## config.mk

```make
export PLATFORM = sky130hd
export DESIGN_NAME = transaction_stream_parser_flat
export DESIGN_NICKNAME = d
export VERILOG_FILES = /design/src/rtl/tsp_pkg.sv /design/src/rtl/tsp_stream_if.sv /design/src/rtl/tsp_field_step.sv /design/src/rtl/transaction_stream_parser.sv /design/src/flat_wrapper.sv
export VERILOG_INCLUDE_DIRS = /design/src /design/src/rtl
export SDC_FILE = /design/constraint.sdc
export NUM_CORES = 2
export LEC_CHECK = 0
export BUFFER_PORTS_ARGS = -buffer_cell sky130_fd_sc_hd__buf_2
export CAP_MARGIN = 5
export CELL_PAD_IN_SITES_DETAIL_PLACEMENT = 2
export CELL_PAD_IN_SITES_GLOBAL_PLACEMENT = 2
export CORE_MARGIN = 5
export CORE_UTILIZATION = 33
export DETAILED_ROUTE_END_ITERATION = 10
export GPL_ROUTABILITY_DRIVEN = 0
export GPL_TIMING_DRIVEN = 1
export HOLD_SLACK_MARGIN = 0.08
export PLACE_DENSITY_LB_ADDON = 0.1
export SYNTH_ARGS = -nofsm -noshare
export SYNTH_HDL_FRONTEND = slang
export SYNTH_SLANG_ARGS = --single-unit
```

## constraint.sdc

```tcl
create_clock -name clock -period 6.76 [get_ports clock]
set_input_delay 0.676 -clock clock [delete_from_list [all_inputs] [get_ports clock]]
set_output_delay 0.676 -clock clock [all_outputs]
set_load 0.02 [all_outputs]
```

## src/rtl/assert_macros.svh

```systemverilog
// ---------------------------------------------------------------------------
// Assertion macros
// Short wrappers for the concurrent checks that the RTL carries.
// ---------------------------------------------------------------------------
`ifndef ASSERT_MACROS_SVH
`define ASSERT_MACROS_SVH

// When ante holds at a clock edge, cons holds at the same edge.
`define ASSERT_IMPLIES(label, clk, rst, ante, cons) \
   label: assert property (@(posedge clk) disable iff (rst) (ante) |-> (cons)) \
      else $error("implication check failed");

// When ante holds at a clock edge, cons holds at the next edge.
`define ASSERT_NEXT(label, clk, rst, ante, cons) \
   label: assert property (@(posedge clk) disable iff (rst) (ante) |=> (cons)) \
      else $error("next-cycle check failed");

`endif

```

## src/rtl/tsp_pkg.sv

```systemverilog
// ---------------------------------------------------------------------------
// Transaction stream parser package
// Field codes, parse state and per-byte result types shared by the RTL.
// ---------------------------------------------------------------------------
package tsp_pkg;

   localparam int unsigned HASH_BYTES   = 32;
   localparam int unsigned MAX_ENTRIES  = 65535;
   localparam int unsigned WORD_BYTES   = 4;
   localparam int unsigned AMOUNT_BYTES = 8;

   localparam logic [7:0] VARINT_PREFIX_2 = 8'hFD;
   localparam logic [7:0] VARINT_PREFIX_4 = 8'hFE;

   localparam logic [31:0] MAX_SCRIPT_LEN = 32'hFFFF_FFFF;

   // Field codes; the parse phase uses the same codes as the reported kind.
   typedef enum logic [3:0] {
      KIND_VERSION   = 4'd0,
      KIND_INCOUNT   = 4'd1,
      KIND_PREVHASH  = 4'd2,
      KIND_PREVIDX   = 4'd3,
      KIND_INSCRLEN  = 4'd4,
      KIND_INSCRIPT  = 4'd5,
      KIND_SEQUENCE  = 4'd6,
      KIND_OUTCOUNT  = 4'd7,
      KIND_AMOUNT    = 4'd8,
      KIND_OUTSCRLEN = 4'd9,
      KIND_OUTSCRIPT = 4'd10,
      KIND_LOCKTIME  = 4'd11,
      KIND_STRAY     = 4'd12
   } field_kind_type;

   typedef struct packed {
      field_kind_type phase;
      logic [5:0]     field_position;
      logic [63:0]    value_accumulator;
      logic [3:0]     varint_bytes_left;
      logic [15:0]    entries_left;
      logic [15:0]    entry_counter;
      logic [31:0]    script_bytes_left;
      logic [31:0]    script_offset;
      logic [63:0]    amount_sum;
      logic           finished;
   } parse_state_type;

   typedef struct packed {
      field_kind_type field_kind;
      logic [15:0]    entry_number;
      logic [31:0]    byte_offset;
      logic [63:0]    field_value;
      logic           value_valid;
      logic           field_last;
      logic           transaction_done;
      logic [63:0]    output_total;
      logic           parse_error;
   } step_result_type;

   localparam parse_state_type STATE_RESET = '{
      phase:             KIND_VERSION,
      field_position:    6'd0,
      value_accumulator: 64'd0,
      varint_bytes_left: 4'd0,
      entries_left:      16'd0,
      entry_counter:     16'd0,
      script_bytes_left: 32'd0,
      script_offset:     32'd0,
      amount_sum:        64'd0,
      finished:          1'b0
   };

endpackage

```

## src/rtl/tsp_stream_if.sv

```systemverilog
// ---------------------------------------------------------------------------
// Transaction stream parser channels
// Valid/ready channels for raw bytes in and tagged byte results out.
// ---------------------------------------------------------------------------
interface tsp_req_if;
   logic       valid;
   logic       ready;
   logic [7:0] byte_value;
   logic       first_byte;

   modport source (output valid, output byte_value, output first_byte, input ready);
   modport sink   (input valid, input byte_value, input first_byte, output ready);
endinterface

interface tsp_rsp_if;
   logic        valid;
   logic        ready;
   logic [3:0]  field_kind;
   logic [15:0] entry_number;
   logic [31:0] byte_offset;
   logic [63:0] field_value;
   logic        value_valid;
   logic        field_last;
   logic        transaction_done;
   logic [63:0] output_total;
   logic        parse_error;

   modport source (output valid, output field_kind, output entry_number,
                   output byte_offset, output field_value, output value_valid,
                   output field_last, output transaction_done,
                   output output_total, output parse_error, input ready);
   modport sink   (input valid, input field_kind, input entry_number,
                   input byte_offset, input field_value, input value_valid,
                   input field_last, input transaction_done,
                   input output_total, input parse_error, output ready);
endinterface

```

## src/rtl/tsp_field_step.sv

```systemverilog
// ---------------------------------------------------------------------------
// Transaction stream parser field step
// Next parse state and tagged result for one raw byte.
// ---------------------------------------------------------------------------
module tsp_field_step (
   input  tsp_pkg::parse_state_type state_cur,
   input  logic [7:0]               byte_value,
   input  logic                     first_byte,
   output tsp_pkg::parse_state_type state_nxt,
   output tsp_pkg::step_result_type result
);
   import tsp_pkg::*;

   parse_state_type s;
   parse_state_type n;
   step_result_type r;

   logic [5:0]  fp;
   logic [5:0]  fp_m1;
   logic [63:0] fixed_acc;
   logic [63:0] var_acc;
   logic        word_done;
   logic        amount_done;
   logic        var_done;
   logic [63:0] var_value;
   logic [5:0]  var_fp_next;
   logic [63:0] var_acc_next;
   logic [3:0]  var_left_next;
   logic [3:0]  var_left_dec;
   logic        cnt_err;
   logic [15:0] cnt_entries;
   logic        len_err;
   logic [31:0] len_value;
   logic [15:0] entries_dec;

   // Shared datapath pieces for fixed fields, varints, counts and lengths.
   always_comb begin
      s           = first_byte ? STATE_RESET : state_cur;
      fp          = s.field_position;
      fp_m1       = fp - 6'd1;
      fixed_acc   = s.value_accumulator | ({56'd0, byte_value} << {fp[2:0], 3'b000});
      var_acc     = s.value_accumulator | ({56'd0, byte_value} << {fp_m1[2:0], 3'b000});
      word_done   = fp >= 6'(WORD_BYTES - 1);
      amount_done = fp >= 6'(AMOUNT_BYTES - 1);
      var_left_dec = s.varint_bytes_left - 4'd1;

      if (fp == 6'd0) begin
         var_fp_next  = 6'd1;
         var_acc_next = 64'd0;
         if (byte_value < VARINT_PREFIX_2) begin
            var_done      = 1'b1;
            var_value     = {56'd0, byte_value};
            var_left_next = 4'd0;
         end else begin
            var_done  = 1'b0;
            var_value = 64'd0;
            case (byte_value)
               VARINT_PREFIX_2: var_left_next = 4'd2;
               VARINT_PREFIX_4: var_left_next = 4'd4;
               default:         var_left_next = 4'd8;
            endcase
         end
      end else begin
         var_fp_next   = fp + 6'd1;
         var_acc_next  = var_acc;
         var_left_next = var_left_dec;
         var_done      = var_left_dec == 4'd0;
         var_value     = var_acc;
      end

      cnt_err     = var_value > 64'(MAX_ENTRIES);
      cnt_entries = cnt_err ? 16'(MAX_ENTRIES) : var_value[15:0];
      len_err     = |var_value[63:32];
      len_value   = len_err ? MAX_SCRIPT_LEN : var_value[31:0];
      entries_dec = s.entries_left - 16'd1;
   end

   // Phase sequencing. Leaving a field clears position, accumulator and
   // varint count, which is written after the per-byte updates.
   always_comb begin
      n = s;
      r = '{field_kind: KIND_STRAY, default: '0};

      if (s.finished) begin
         r.parse_error = 1'b1;
      end else begin
         r.field_kind = s.phase;
         case (s.phase)
            KIND_VERSION, KIND_PREVIDX, KIND_SEQUENCE, KIND_LOCKTIME: begin
               if (s.phase != KIND_VERSION && s.phase != KIND_LOCKTIME) begin
                  r.entry_number = s.entry_counter;
               end
               r.byte_offset       = {26'd0, fp};
               n.field_position    = fp + 6'd1;
               n.value_accumulator = fixed_acc;
               if (word_done) begin
                  r.field_value = fixed_acc;
                  r.value_valid = 1'b1;
                  r.field_last  = 1'b1;
                  case (s.phase)
                     KIND_VERSION: begin
                        n.phase             = KIND_INCOUNT;
                        n.field_position    = 6'd0;
                        n.value_accumulator = 64'd0;
                        n.varint_bytes_left = 4'd0;
                     end
                     KIND_PREVIDX: begin
                        n.phase             = KIND_INSCRLEN;
                        n.field_position    = 6'd0;
                        n.value_accumulator = 64'd0;
                        n.varint_bytes_left = 4'd0;
                     end
                     KIND_SEQUENCE: begin
                        n.entries_left      = entries_dec;
                        n.entry_counter     = s.entry_counter + 16'd1;
                        n.phase             = (entries_dec != 16'd0) ? KIND_PREVHASH
                                                                    : KIND_OUTCOUNT;
                        n.field_position    = 6'd0;
                        n.value_accumulator = 64'd0;
                        n.varint_bytes_left = 4'd0;
                     end
                     default: begin
                        r.transaction_done = 1'b1;
                        r.output_total     = s.amount_sum;
                        n.finished         = 1'b1;
                     end
                  endcase
               end
            end
            KIND_AMOUNT: begin
               r.entry_number      = s.entry_counter;
               r.byte_offset       = {26'd0, fp};
               n.field_position    = fp + 6'd1;
               n.value_accumulator = fixed_acc;
               if (amount_done) begin
                  r.field_value       = fixed_acc;
                  r.value_valid       = 1'b1;
                  r.field_last        = 1'b1;
                  n.amount_sum        = s.amount_sum + fixed_acc;
                  n.phase             = KIND_OUTSCRLEN;
                  n.field_position    = 6'd0;
                  n.value_accumulator = 64'd0;
                  n.varint_bytes_left = 4'd0;
               end
            end
            KIND_INCOUNT, KIND_OUTCOUNT, KIND_INSCRLEN, KIND_OUTSCRLEN: begin
               if (s.phase == KIND_INSCRLEN || s.phase == KIND_OUTSCRLEN) begin
                  r.entry_number = s.entry_counter;
               end
               r.byte_offset       = {26'd0, fp};
               n.field_position    = var_fp_next;
               n.value_accumulator = var_acc_next;
               n.varint_bytes_left = var_left_next;
               if (var_done) begin
                  r.field_value       = var_value;
                  r.value_valid       = 1'b1;
                  r.field_last        = 1'b1;
                  n.field_position    = 6'd0;
                  n.value_accumulator = 64'd0;
                  n.varint_bytes_left = 4'd0;
                  case (s.phase)
                     KIND_INCOUNT: begin
                        r.parse_error   = cnt_err;
                        n.entries_left  = cnt_entries;
                        n.entry_counter = 16'd0;
                        n.phase = (cnt_entries != 16'd0) ? KIND_PREVHASH : KIND_OUTCOUNT;
                     end
                     KIND_OUTCOUNT: begin
                        r.parse_error   = cnt_err;
                        n.entries_left  = cnt_entries;
                        n.entry_counter = 16'd0;
                        n.phase = (cnt_entries != 16'd0) ? KIND_AMOUNT : KIND_LOCKTIME;
                     end
                     KIND_INSCRLEN: begin
                        r.parse_error       = len_err;
                        n.script_bytes_left = len_value;
                        n.script_offset     = 32'd0;
                        n.phase = (len_value != 32'd0) ? KIND_INSCRIPT : KIND_SEQUENCE;
                     end
                     default: begin
                        r.parse_error       = len_err;
                        n.script_bytes_left = len_value;
                        n.script_offset     = 32'd0;
                        if (len_value != 32'd0) begin
                           n.phase = KIND_OUTSCRIPT;
                        end else begin
                           n.entries_left  = entries_dec;
                           n.entry_counter = s.entry_counter + 16'd1;
                           n.phase = (entries_dec != 16'd0) ? KIND_AMOUNT : KIND_LOCKTIME;
                        end
                     end
                  endcase
               end
            end
            KIND_PREVHASH: begin
               r.entry_number   = s.entry_counter;
               r.byte_offset    = 32'(HASH_BYTES - 1) - {26'd0, fp};
               n.field_position = fp + 6'd1;
               if (fp >= 6'(HASH_BYTES - 1)) begin
                  r.field_last        = 1'b1;
                  n.phase             = KIND_PREVIDX;
                  n.field_position    = 6'd0;
                  n.value_accumulator = 64'd0;
                  n.varint_bytes_left = 4'd0;
               end
            end
            KIND_INSCRIPT, KIND_OUTSCRIPT: begin
               r.entry_number      = s.entry_counter;
               r.byte_offset       = s.script_offset;
               n.script_offset     = s.script_offset + 32'd1;
               n.script_bytes_left = s.script_bytes_left - 32'd1;
               if (s.script_bytes_left == 32'd1) begin
                  r.field_last        = 1'b1;
                  n.field_position    = 6'd0;
                  n.value_accumulator = 64'd0;
                  n.varint_bytes_left = 4'd0;
                  if (s.phase == KIND_INSCRIPT) begin
                     n.phase = KIND_SEQUENCE;
                  end else begin
                     n.entries_left  = entries_dec;
                     n.entry_counter = s.entry_counter + 16'd1;
                     n.phase = (entries_dec != 16'd0) ? KIND_AMOUNT : KIND_LOCKTIME;
                  end
               end
            end
            default: begin
               r.field_kind  = KIND_STRAY;
               r.parse_error = 1'b1;
            end
         endcase
      end

      state_nxt = n;
      result    = r;
   end

endmodule

```

## src/rtl/transaction_stream_parser.sv

```systemverilog
// ---------------------------------------------------------------------------
// Transaction stream parser
// Tags each byte of a serialized legacy transaction with field, entry and
// offset, reports finished field values and the total of output amounts.
// ---------------------------------------------------------------------------
// Usage: raw transaction bytes enter on req_stream, one byte per item, with
// first_byte high on the first version byte of a new transaction. Each input
// item produces exactly one result item on rsp_stream, in order.
// An accepted item sits in the input register, is then parsed against the
// field state and lands in the result register, where it is offered on
// rsp_stream. Throughput is one item per cycle while the receiver takes
// results; the parse state is a single set of registers updated once per
// item, so a byte may follow in the next cycle.
// When the receiver stalls, the result register holds its item, the input
// register takes one more item, and then req_stream.ready drops until the
// result is taken.
// Reset (synchronous, active high) empties both registers and returns the
// parser to the start of the version field; no clearing pass is needed.
// ---------------------------------------------------------------------------
`include "assert_macros.svh"

module transaction_stream_parser (
   input  logic     clock,
   input  logic     reset,
   tsp_req_if.sink   req_stream,
   tsp_rsp_if.source rsp_stream
);
   import tsp_pkg::*;

   // Input register: the byte waiting to be parsed.
   logic       in_vld_ff;
   logic       in_vld_in;
   logic [7:0] in_byte_ff;
   logic       in_first_ff;

   // Result register: the tagged byte offered to the receiver.
   logic            out_vld_ff;
   logic            out_vld_in;
   step_result_type out_res_ff;

   // Field parse state, advanced once per parsed byte.
   parse_state_type state_ff;
   parse_state_type state_in;

   parse_state_type step_state;
   step_result_type step_result;

   logic req_take;
   logic advance;

   // Phase groups and occupancy used by the checks at the end.
   logic locktime_phase;
   logic entry_phase;
   logic script_phase;
   logic both_full;

   tsp_field_step u_step (
      .state_cur  (state_ff),
      .byte_value (in_byte_ff),
      .first_byte (in_first_ff),
      .state_nxt  (step_state),
      .result     (step_result)
   );

   // A byte moves on when the result register is empty or is being emptied.
   assign advance          = in_vld_ff && (!out_vld_ff || rsp_stream.ready);
   assign req_stream.ready = !in_vld_ff || !out_vld_ff || rsp_stream.ready;
   assign req_take         = req_stream.valid && req_stream.ready;

   always_comb begin
      if (req_take) begin
         in_vld_in = 1'b1;
      end else if (advance) begin
         in_vld_in = 1'b0;
      end else begin
         in_vld_in = in_vld_ff;
      end

      if (advance) begin
         out_vld_in = 1'b1;
      end else if (rsp_stream.ready) begin
         out_vld_in = 1'b0;
      end else begin
         out_vld_in = out_vld_ff;
      end

      state_in = advance ? step_state : state_ff;
   end

   always_ff @(posedge clock) begin
      if (reset) begin
         in_vld_ff  <= 1'b0;
         out_vld_ff <= 1'b0;
         state_ff   <= STATE_RESET;
      end else begin
         in_vld_ff  <= in_vld_in;
         out_vld_ff <= out_vld_in;
         state_ff   <= state_in;
      end
   end

   // Payload registers carry no reset; their valid flags guard them.
   always_ff @(posedge clock) begin
      if (req_take) begin
         in_byte_ff  <= req_stream.byte_value;
         in_first_ff <= req_stream.first_byte;
      end
      if (advance) begin
         out_res_ff <= step_result;
      end
   end

   assign rsp_stream.valid            = out_vld_ff;
   assign rsp_stream.field_kind       = out_res_ff.field_kind;
   assign rsp_stream.entry_number     = out_res_ff.entry_number;
   assign rsp_stream.byte_offset      = out_res_ff.byte_offset;
   assign rsp_stream.field_value      = out_res_ff.field_value;
   assign rsp_stream.value_valid      = out_res_ff.value_valid;
   assign rsp_stream.field_last       = out_res_ff.field_last;
   assign rsp_stream.transaction_done = out_res_ff.transaction_done;
   assign rsp_stream.output_total     = out_res_ff.output_total;
   assign rsp_stream.parse_error      = out_res_ff.parse_error;

   assign locktime_phase = state_ff.phase == KIND_LOCKTIME;
   assign script_phase   = state_ff.phase == KIND_INSCRIPT ||
                           state_ff.phase == KIND_OUTSCRIPT;
   assign entry_phase    = state_ff.phase == KIND_PREVHASH  ||
                           state_ff.phase == KIND_PREVIDX   ||
                           state_ff.phase == KIND_INSCRLEN  ||
                           state_ff.phase == KIND_SEQUENCE  ||
                           state_ff.phase == KIND_AMOUNT    ||
                           state_ff.phase == KIND_OUTSCRLEN ||
                           script_phase;
   assign both_full      = in_vld_ff && out_vld_ff;

   // The end flag is only ever raised by the locktime field.
   `ASSERT_IMPLIES(a_finished_in_locktime, clock, reset, state_ff.finished, locktime_phase)

   // Per-entry phases are only entered with at least one entry left.
   `ASSERT_IMPLIES(a_entry_phase_has_entries, clock, reset, entry_phase, state_ff.entries_left != 16'd0)

   // Script phases are only entered with a nonzero remaining length.
   `ASSERT_IMPLIES(a_script_phase_has_bytes, clock, reset, script_phase, |state_ff.script_bytes_left)

   // A stalled result with a byte already waiting blocks new input, and the
   // waiting byte is still there at the next edge.
   `ASSERT_NEXT(a_stall_keeps_pending, clock, reset, both_full && !rsp_stream.ready, both_full)

endmodule

```

## src/flat_wrapper.sv

```systemverilog
// flat-port wrapper written by rule: the top's interface ports become plain ports
module transaction_stream_parser_flat import tsp_pkg::*;
  (clock, reset, req_stream_valid, req_stream_byte_value, req_stream_first_byte, req_stream_ready, rsp_stream_valid, rsp_stream_field_kind, rsp_stream_entry_number, rsp_stream_byte_offset, rsp_stream_field_value, rsp_stream_value_valid, rsp_stream_field_last, rsp_stream_transaction_done, rsp_stream_output_total, rsp_stream_parse_error, rsp_stream_ready);
  tsp_req_if req_stream_i ();
  tsp_rsp_if rsp_stream_i ();
  input  logic clock;
  input  logic reset;
  input wire logic [$bits(req_stream_i.valid)-1:0] req_stream_valid;
  input wire logic [$bits(req_stream_i.byte_value)-1:0] req_stream_byte_value;
  input wire logic [$bits(req_stream_i.first_byte)-1:0] req_stream_first_byte;
  output wire logic [$bits(req_stream_i.ready)-1:0] req_stream_ready;
  output wire logic [$bits(rsp_stream_i.valid)-1:0] rsp_stream_valid;
  output wire logic [$bits(rsp_stream_i.field_kind)-1:0] rsp_stream_field_kind;
  output wire logic [$bits(rsp_stream_i.entry_number)-1:0] rsp_stream_entry_number;
  output wire logic [$bits(rsp_stream_i.byte_offset)-1:0] rsp_stream_byte_offset;
  output wire logic [$bits(rsp_stream_i.field_value)-1:0] rsp_stream_field_value;
  output wire logic [$bits(rsp_stream_i.value_valid)-1:0] rsp_stream_value_valid;
  output wire logic [$bits(rsp_stream_i.field_last)-1:0] rsp_stream_field_last;
  output wire logic [$bits(rsp_stream_i.transaction_done)-1:0] rsp_stream_transaction_done;
  output wire logic [$bits(rsp_stream_i.output_total)-1:0] rsp_stream_output_total;
  output wire logic [$bits(rsp_stream_i.parse_error)-1:0] rsp_stream_parse_error;
  input wire logic [$bits(rsp_stream_i.ready)-1:0] rsp_stream_ready;
  assign req_stream_i.valid = req_stream_valid;
  assign req_stream_i.byte_value = req_stream_byte_value;
  assign req_stream_i.first_byte = req_stream_first_byte;
  assign req_stream_ready = req_stream_i.ready;
  assign rsp_stream_valid = rsp_stream_i.valid;
  assign rsp_stream_field_kind = rsp_stream_i.field_kind;
  assign rsp_stream_entry_number = rsp_stream_i.entry_number;
  assign rsp_stream_byte_offset = rsp_stream_i.byte_offset;
  assign rsp_stream_field_value = rsp_stream_i.field_value;
  assign rsp_stream_value_valid = rsp_stream_i.value_valid;
  assign rsp_stream_field_last = rsp_stream_i.field_last;
  assign rsp_stream_transaction_done = rsp_stream_i.transaction_done;
  assign rsp_stream_output_total = rsp_stream_i.output_total;
  assign rsp_stream_parse_error = rsp_stream_i.parse_error;
  assign rsp_stream_i.ready = rsp_stream_ready;
  transaction_stream_parser u_core (.clock(clock), .reset(reset), .req_stream(req_stream_i), .rsp_stream(rsp_stream_i));
endmodule
```

# == Yosys cells after proc, flatten, opt, wreduce, memory -nomap -nowiden ==
# Cells that the tools add are included.
# classes
n_shift,2
eq_ne,15
n_reduce_logical,29
n_lt_le_gt_ge,5
bitwise_logic,5
addsub,9
mux,58
# op_table
cell,n
$mux W239,2
$pmux W78 S5,1
$mux W64,5
$pmux W48 S5,1
$pmux W78 S3,1
$mux W110,2
$pmux W65 S3,1
$mux W174,1
$mux W78,2
$mux W66,2
$mux W131,1
$mux W32,4
$or A64 B64 Y64,2
$pmux W64 S2,1
$shl A8 B6 Y64,2
$pmux W32 S3,1
$mux W65,1
$add A64 B64 Y64,1
$gt A64 B16 Y1 const B,1
$pmux W32 S2,1
$mux W16,3
$add A32 B1 Y32 const B,1
$eq A32 B1 Y1 const B,1
$reduce_bool A16 Y1,2
43 further kinds,83
# totals
out_inout_bits,186
ff_bits,434
in_bits,13
wordCells,146

# == Depth between registers and ports, before layout ==
# depth
ltp_word,13
mapped_depth,25
depth_no_buf,17

# == Cells and area by module ==
# Synthesis repeated with hierarchy kept, for this count alone.
# unflattened
cells_unflattened,4195
hier_area_um2,33044.2
# by_module_without_submodules
module,cells_each,area_each_um2,seq_area_each_um2,instances
transaction_stream_parser,1239,16530.9,10620.2,1
tsp_field_step,2956,16513.3,0.0,1

# == Worst setup path before layout ==
# No wires, ideal clock.
# synth_path
path_type,input to register
start,input rsp_stream_ready
end,"register u_core.out_res_ff, in the netlist u_core.rsp_stream.byte_offset[0] (enable)"
path_buffers,4
setup_ps,619
path_stages,7
path_slack_ps,-645
required_ps,6141
t_arrival_ps,6785
cell_sequence,nor2b_1 > nand2b_1 > clkbuf_1 > inv_1 > clkbuf_1 > clkbuf_1 > buf_1
# synth_via
elab_chain_len,2
# synth_rtl
element,line_no,source
start: declaration,flat_wrapper.sv:22,input wire logic [$bits(rsp_stream_i.ready)-1:0] rsp_stream_ready;
$logic_or A1 B1 Y1,transaction_stream_parser.sv:66,assign advance = in_vld_ff && (!out_vld_ff || rsp_stream.ready);
$logic_and A1 B1 Y1,transaction_stream_parser.sv:66,
net u_core.advance,transaction_stream_parser.sv:49,logic advance;
end signal: assignment,transaction_stream_parser.sv:109,out_res_ff <= step_result;
end: declaration,transaction_stream_parser.sv:39,step_result_type out_res_ff;
# The timed path passes the listed nets, and every way through them passes these cells.
# A chain may end at the register's enable or synchronous reset.

# == Final worst setup path ==
# layout_path
start,register u_core.in_first_ff
end,register u_core.state_ff[64] in the netlist's numbering
# layout_via
elab_chain_len,7
word_cells_on_any_way,9
classes_between,add/sub: 1; order compare: 1; eq/ne: 1; shift: 1; mux: 4; bitwise: 1
# layout_rtl
element,line_no,source
start: declaration,transaction_stream_parser.sv:34,logic in_first_ff;
start signal: assignment,transaction_stream_parser.sv:106,in_first_ff <= req_stream.first_byte;
$mux W239 (*),tsp_field_step.sv:38,s = first_byte ? STATE_RESET : state_cur;
$shl A8 B6 Y64,tsp_field_step.sv:41,"fixed_acc = s.value_accumulator | ({56'd0, byte_value} << {fp[2:0], 3'b000});"
$or A64 B64 Y64,tsp_field_step.sv:41,
$add A64 B64 Y64,tsp_field_step.sv:139,n.amount_sum = s.amount_sum + fixed_acc;
$mux W64,tsp_field_step.sv:135,if (amount_done) begin
$mux W64,tsp_field_step.sv:88,case (s.phase)
$mux W239 (*),tsp_field_step.sv:84,if (s.finished) begin
end signal: assignment,transaction_stream_parser.sv:98,state_ff <= state_in;
end: declaration,transaction_stream_parser.sv:42,parse_state_type state_ff;
# Every way passes the cells marked *; elsewhere a longest branch is shown, timed or not.

==> impl_metrics.csv <==
group,metric,value,unit
synth,async_flop_share,0,%
power,p_total,7.24,mW
final_layout,final_nets,3712,
synth,synth.area.top_cells,"edfxtp_1 21%, dfxtp_1 17%, a21oi_1 6.7%, nor2_1 6.4%, nand2_1 5.1%",
job,maxCapViolCount,0,
final_layout,fillerInstances,9744,
hold_path,hold_class,"primary input to register",
drt,routedWlPerCell,28.0,um
worst_setup_path,cp-start-kind,"register",
synth,ys_seq_area_share,37.7,%
clocking,cts_buffers,55,
die,coreArea,84900,um2
place,hpwl,93700,um
synth,ys.flop_type,"dfxtp_1",
final_layout,layout-drive-gt1-share,11.3,%
global_routing,gr-usage-met1,38.8,%
global_routing,met3_usage,3.47,%
drt,wl,135000,um
timing,slew_headroom,12.1,%
synth,synth.avg_cell_area,7.90,um2
worst_setup_path,path_class,"register to register",
timing,final.period_utilization,88.5,%
drt,avgViaCountPerCell,6.14,
synth,ys_types,87,
drt,dr.pass1.iters,6,
clocking,cts_max_path_buffers,3,
clocking,cts_tree,"done",
die,initial_core_util,33.2,%
clocking,clkLatencyLatePin,0.66,ns
drt,vias,29575,
power,leakage,12.0,nW
die,die-area,91300,um2
synth,syn_inst,3566,
die,rows,107,
final_layout,area_delta_synth_final,14.7,%
hold_path,holdCritStartpoint,"req_stream_byte_value[4]",
clocking,postCtsSetupBuffers,0,
final_layout,diodes,0,
timing,hold_viol_final,0,
synth,yosys_warnings,0,
place,io_buffers,198,
global_routing,grt_pass1_wl,202000,um
global_routing,grt_max_degree,161,
clocking,clk_pin_slew,0.06,ns
global_routing,grtUsageMet2,47.5,%
worst_setup_path,worstSetupEndpoint,"u_core.state_ff[64]$_SDFFE_PP0P_",
timing,rsz0062_at_grt,"false",
power,power_density,224,nW/um2
power,max-vdd-ir-drop,0.000179,V
synth,synth-edff-count,193,
worst_setup_path,crit_fanout,26,
global_routing,grt.overflow.total,0,
global_routing,grt_pass1_vias,31485,
synth,synth_top_area_share,20.6,%
drt,drc_errors,0,
clocking,clock_sinks,434,
synth,synthTopCellsByCount,"482 x nor2_1, 382 x nand2_1, 378 x a21oi_1",
final_layout,utilization,38.1,%
global_routing,grt_use_total,28.3,%
worst_setup_path,endpoint_kind,"register",
worst_setup_path,r2r-end,"u_core.state_ff[64]$_SDFFE_PP0P_",
synth,yosys.area.top_type,"edfxtp_1",
die,die_h,302,um
worst_setup_path,r2r_start,"u_core.in_first_ff$_DFFE_PP_",
clocking,hold_buffers,0,
timing,slew_viol_final,0,
timing,setup_viol,0,
timing,tightest_slew,1.32,ns
timing,fin_crit,5.98,ns
synth,synth_most_common_cell,"nor2_1",
global_routing,busiest_layer,"met2",
outcome,status,"finished clean",
drt,drt_iter0_drc,2249,
worst_setup_path,rrSetupSlack,0.78,ns
worst_setup_path,crit_start,"u_core.in_first_ff$_DFFE_PP_",
timing,finalClockSkew,0.0413,ns
timing,fmax,0.167,GHz
worst_setup_path,crit_arrival,6.51,ns
worst_setup_path,cp.required,7.29,ns
die,die_x,302,um
clocking,root_buffer,"clkbuf_16",
global_routing,antenna_found_initial,3,
clocking,htreeDepth,2,
die,num_io_pins,199,
drt,drtAntennaViolNets,0,
final_layout,regArea,10600,um2
synth,ys_seq_elements,434,
synth,synth_nets,3652,
synth,syn_area,28200,um2
timing,fin_setup_tns,0,ns
clocking,cts.repair.resized,0,
worst_setup_path,worst_r2r_path_depth,16,
final_layout,multi_input_area,16400,um2
==> per-stage QoR <==
stage,hold WS (ns),cell area (um2),instances,worst slack [ns]
3_3_place_gp,0.461,30300,4712,1.20
5_1_grt,0.186,32300,4817,0.576
4_1_cts,0.171,32300,4816,0.854
3_5_place_dp,0.484,30300,4712,0.964
2_1_floorplan,0.432,28200,3566,0.101
6_report,0.209,32300,4817,0.775
==> cells by family after synthesis <==
family                   synth area share [%]
XOR/XNOR                                 3.04
flip-flops                               37.7
AO/OA/AOI/OAI                            28.0
AND/OR/NAND/NOR                          23.0
adder cells (fa/ha/maj)                  3.27
multiplexers                            0.400
buffers and inverters                    4.54
==> registers in the layout, summed over array words and instances, names as in the netlist, 4 cells and up <==
name                            flops
u_core.rsp_stream.field_value      64
u_core.rsp_stream.byte_offset      32
u_core.in_byte_ff                   8
u_core.rsp_stream.field_kind        4
u_core.rsp_stream.entry_number     16
u_core.state_ff                   239
u_core.rsp_stream.output_total     64
==> cells in the final DEF (no fill, tap or decap), types with 45 or more instances in the layout <==
cell,n
dfxtp_1,241
nand3_1,66
clkbuf_16,56
a22oi_1,161
xnor2_1,59
buf_2,197
buf_4,82
nor2b_1,118
ha_1,72
nor2_1,474
and2_1,78
edfxtp_1,193
a21oi_1,377
a31oi_1,45
o21ai_0,266
nand2_1,381
nor3_1,80
a21o_1,54
==> how the worst min path moves through the flow <==
stage                                        end  cells after the start
4_1_cts           u_core.in_byte_ff[3]$_DFFE_PP_                      1
3_3_place_gp   u_core.state_ff[180]$_SDFFE_PP0P_                      2
5_1_grt           u_core.in_byte_ff[4]$_DFFE_PP_                      1
2_1_floorplan   u_core.state_ff[62]$_SDFFE_PP0P_                      2
3_5_place_dp    u_core.state_ff[41]$_SDFFE_PP0P_                      1
6_report          u_core.in_byte_ff[4]$_DFFE_PP_                      1
==> power by group <==
part / internal [mW] / switching [mW] / total [mW]
combinational: 0.256 / 0.735 / 0.992
clock: 2.01 / 1.32 / 3.34
sequential: 2.83 / 0.0802 / 2.91
total: 5.10 / 2.14 / 7.24
==> critical path, cell delays in order (launching register included) <==
cell and delay (ns):
edfxtp_1 0.58, clkinv_2 0.56, o21ai_0 0.36, nand2_1 0.18, o22ai_1 0.59, ha_1 0.30, nand4b_1 0.16, and4b_1 0.27
nor3_1 0.64, o2111a_1 0.36, o21ai_0 0.14, buf_4 0.18, o21ai_0 0.54, a31o_2 0.26, o21ai_0 0.16, mux2i_1 0.22
mux2_2 0.35
==> layer usage <==
layer	wire length, um	up-vias
met2	63100	897
met1	60800	15265
met5	0	-
met4	3680	0
li1	-	13205
met3	7030	208
==> final cells by class <==
| type | count | share of cell area (%) |
|---|---|---|
| multi-input cells | 2808 | 50.8 |
| clock inverters | 34 | 1.59 |
| clock buffers | 70 | 4.59 |
| repair buffers | 283 | 5.20 |
| inverters | 44 | 0.538 |
| well taps | 1144 | 4.43 |
| flip-flops and latches | 434 | 32.9 |
Power figures use the tool's default switching activity.
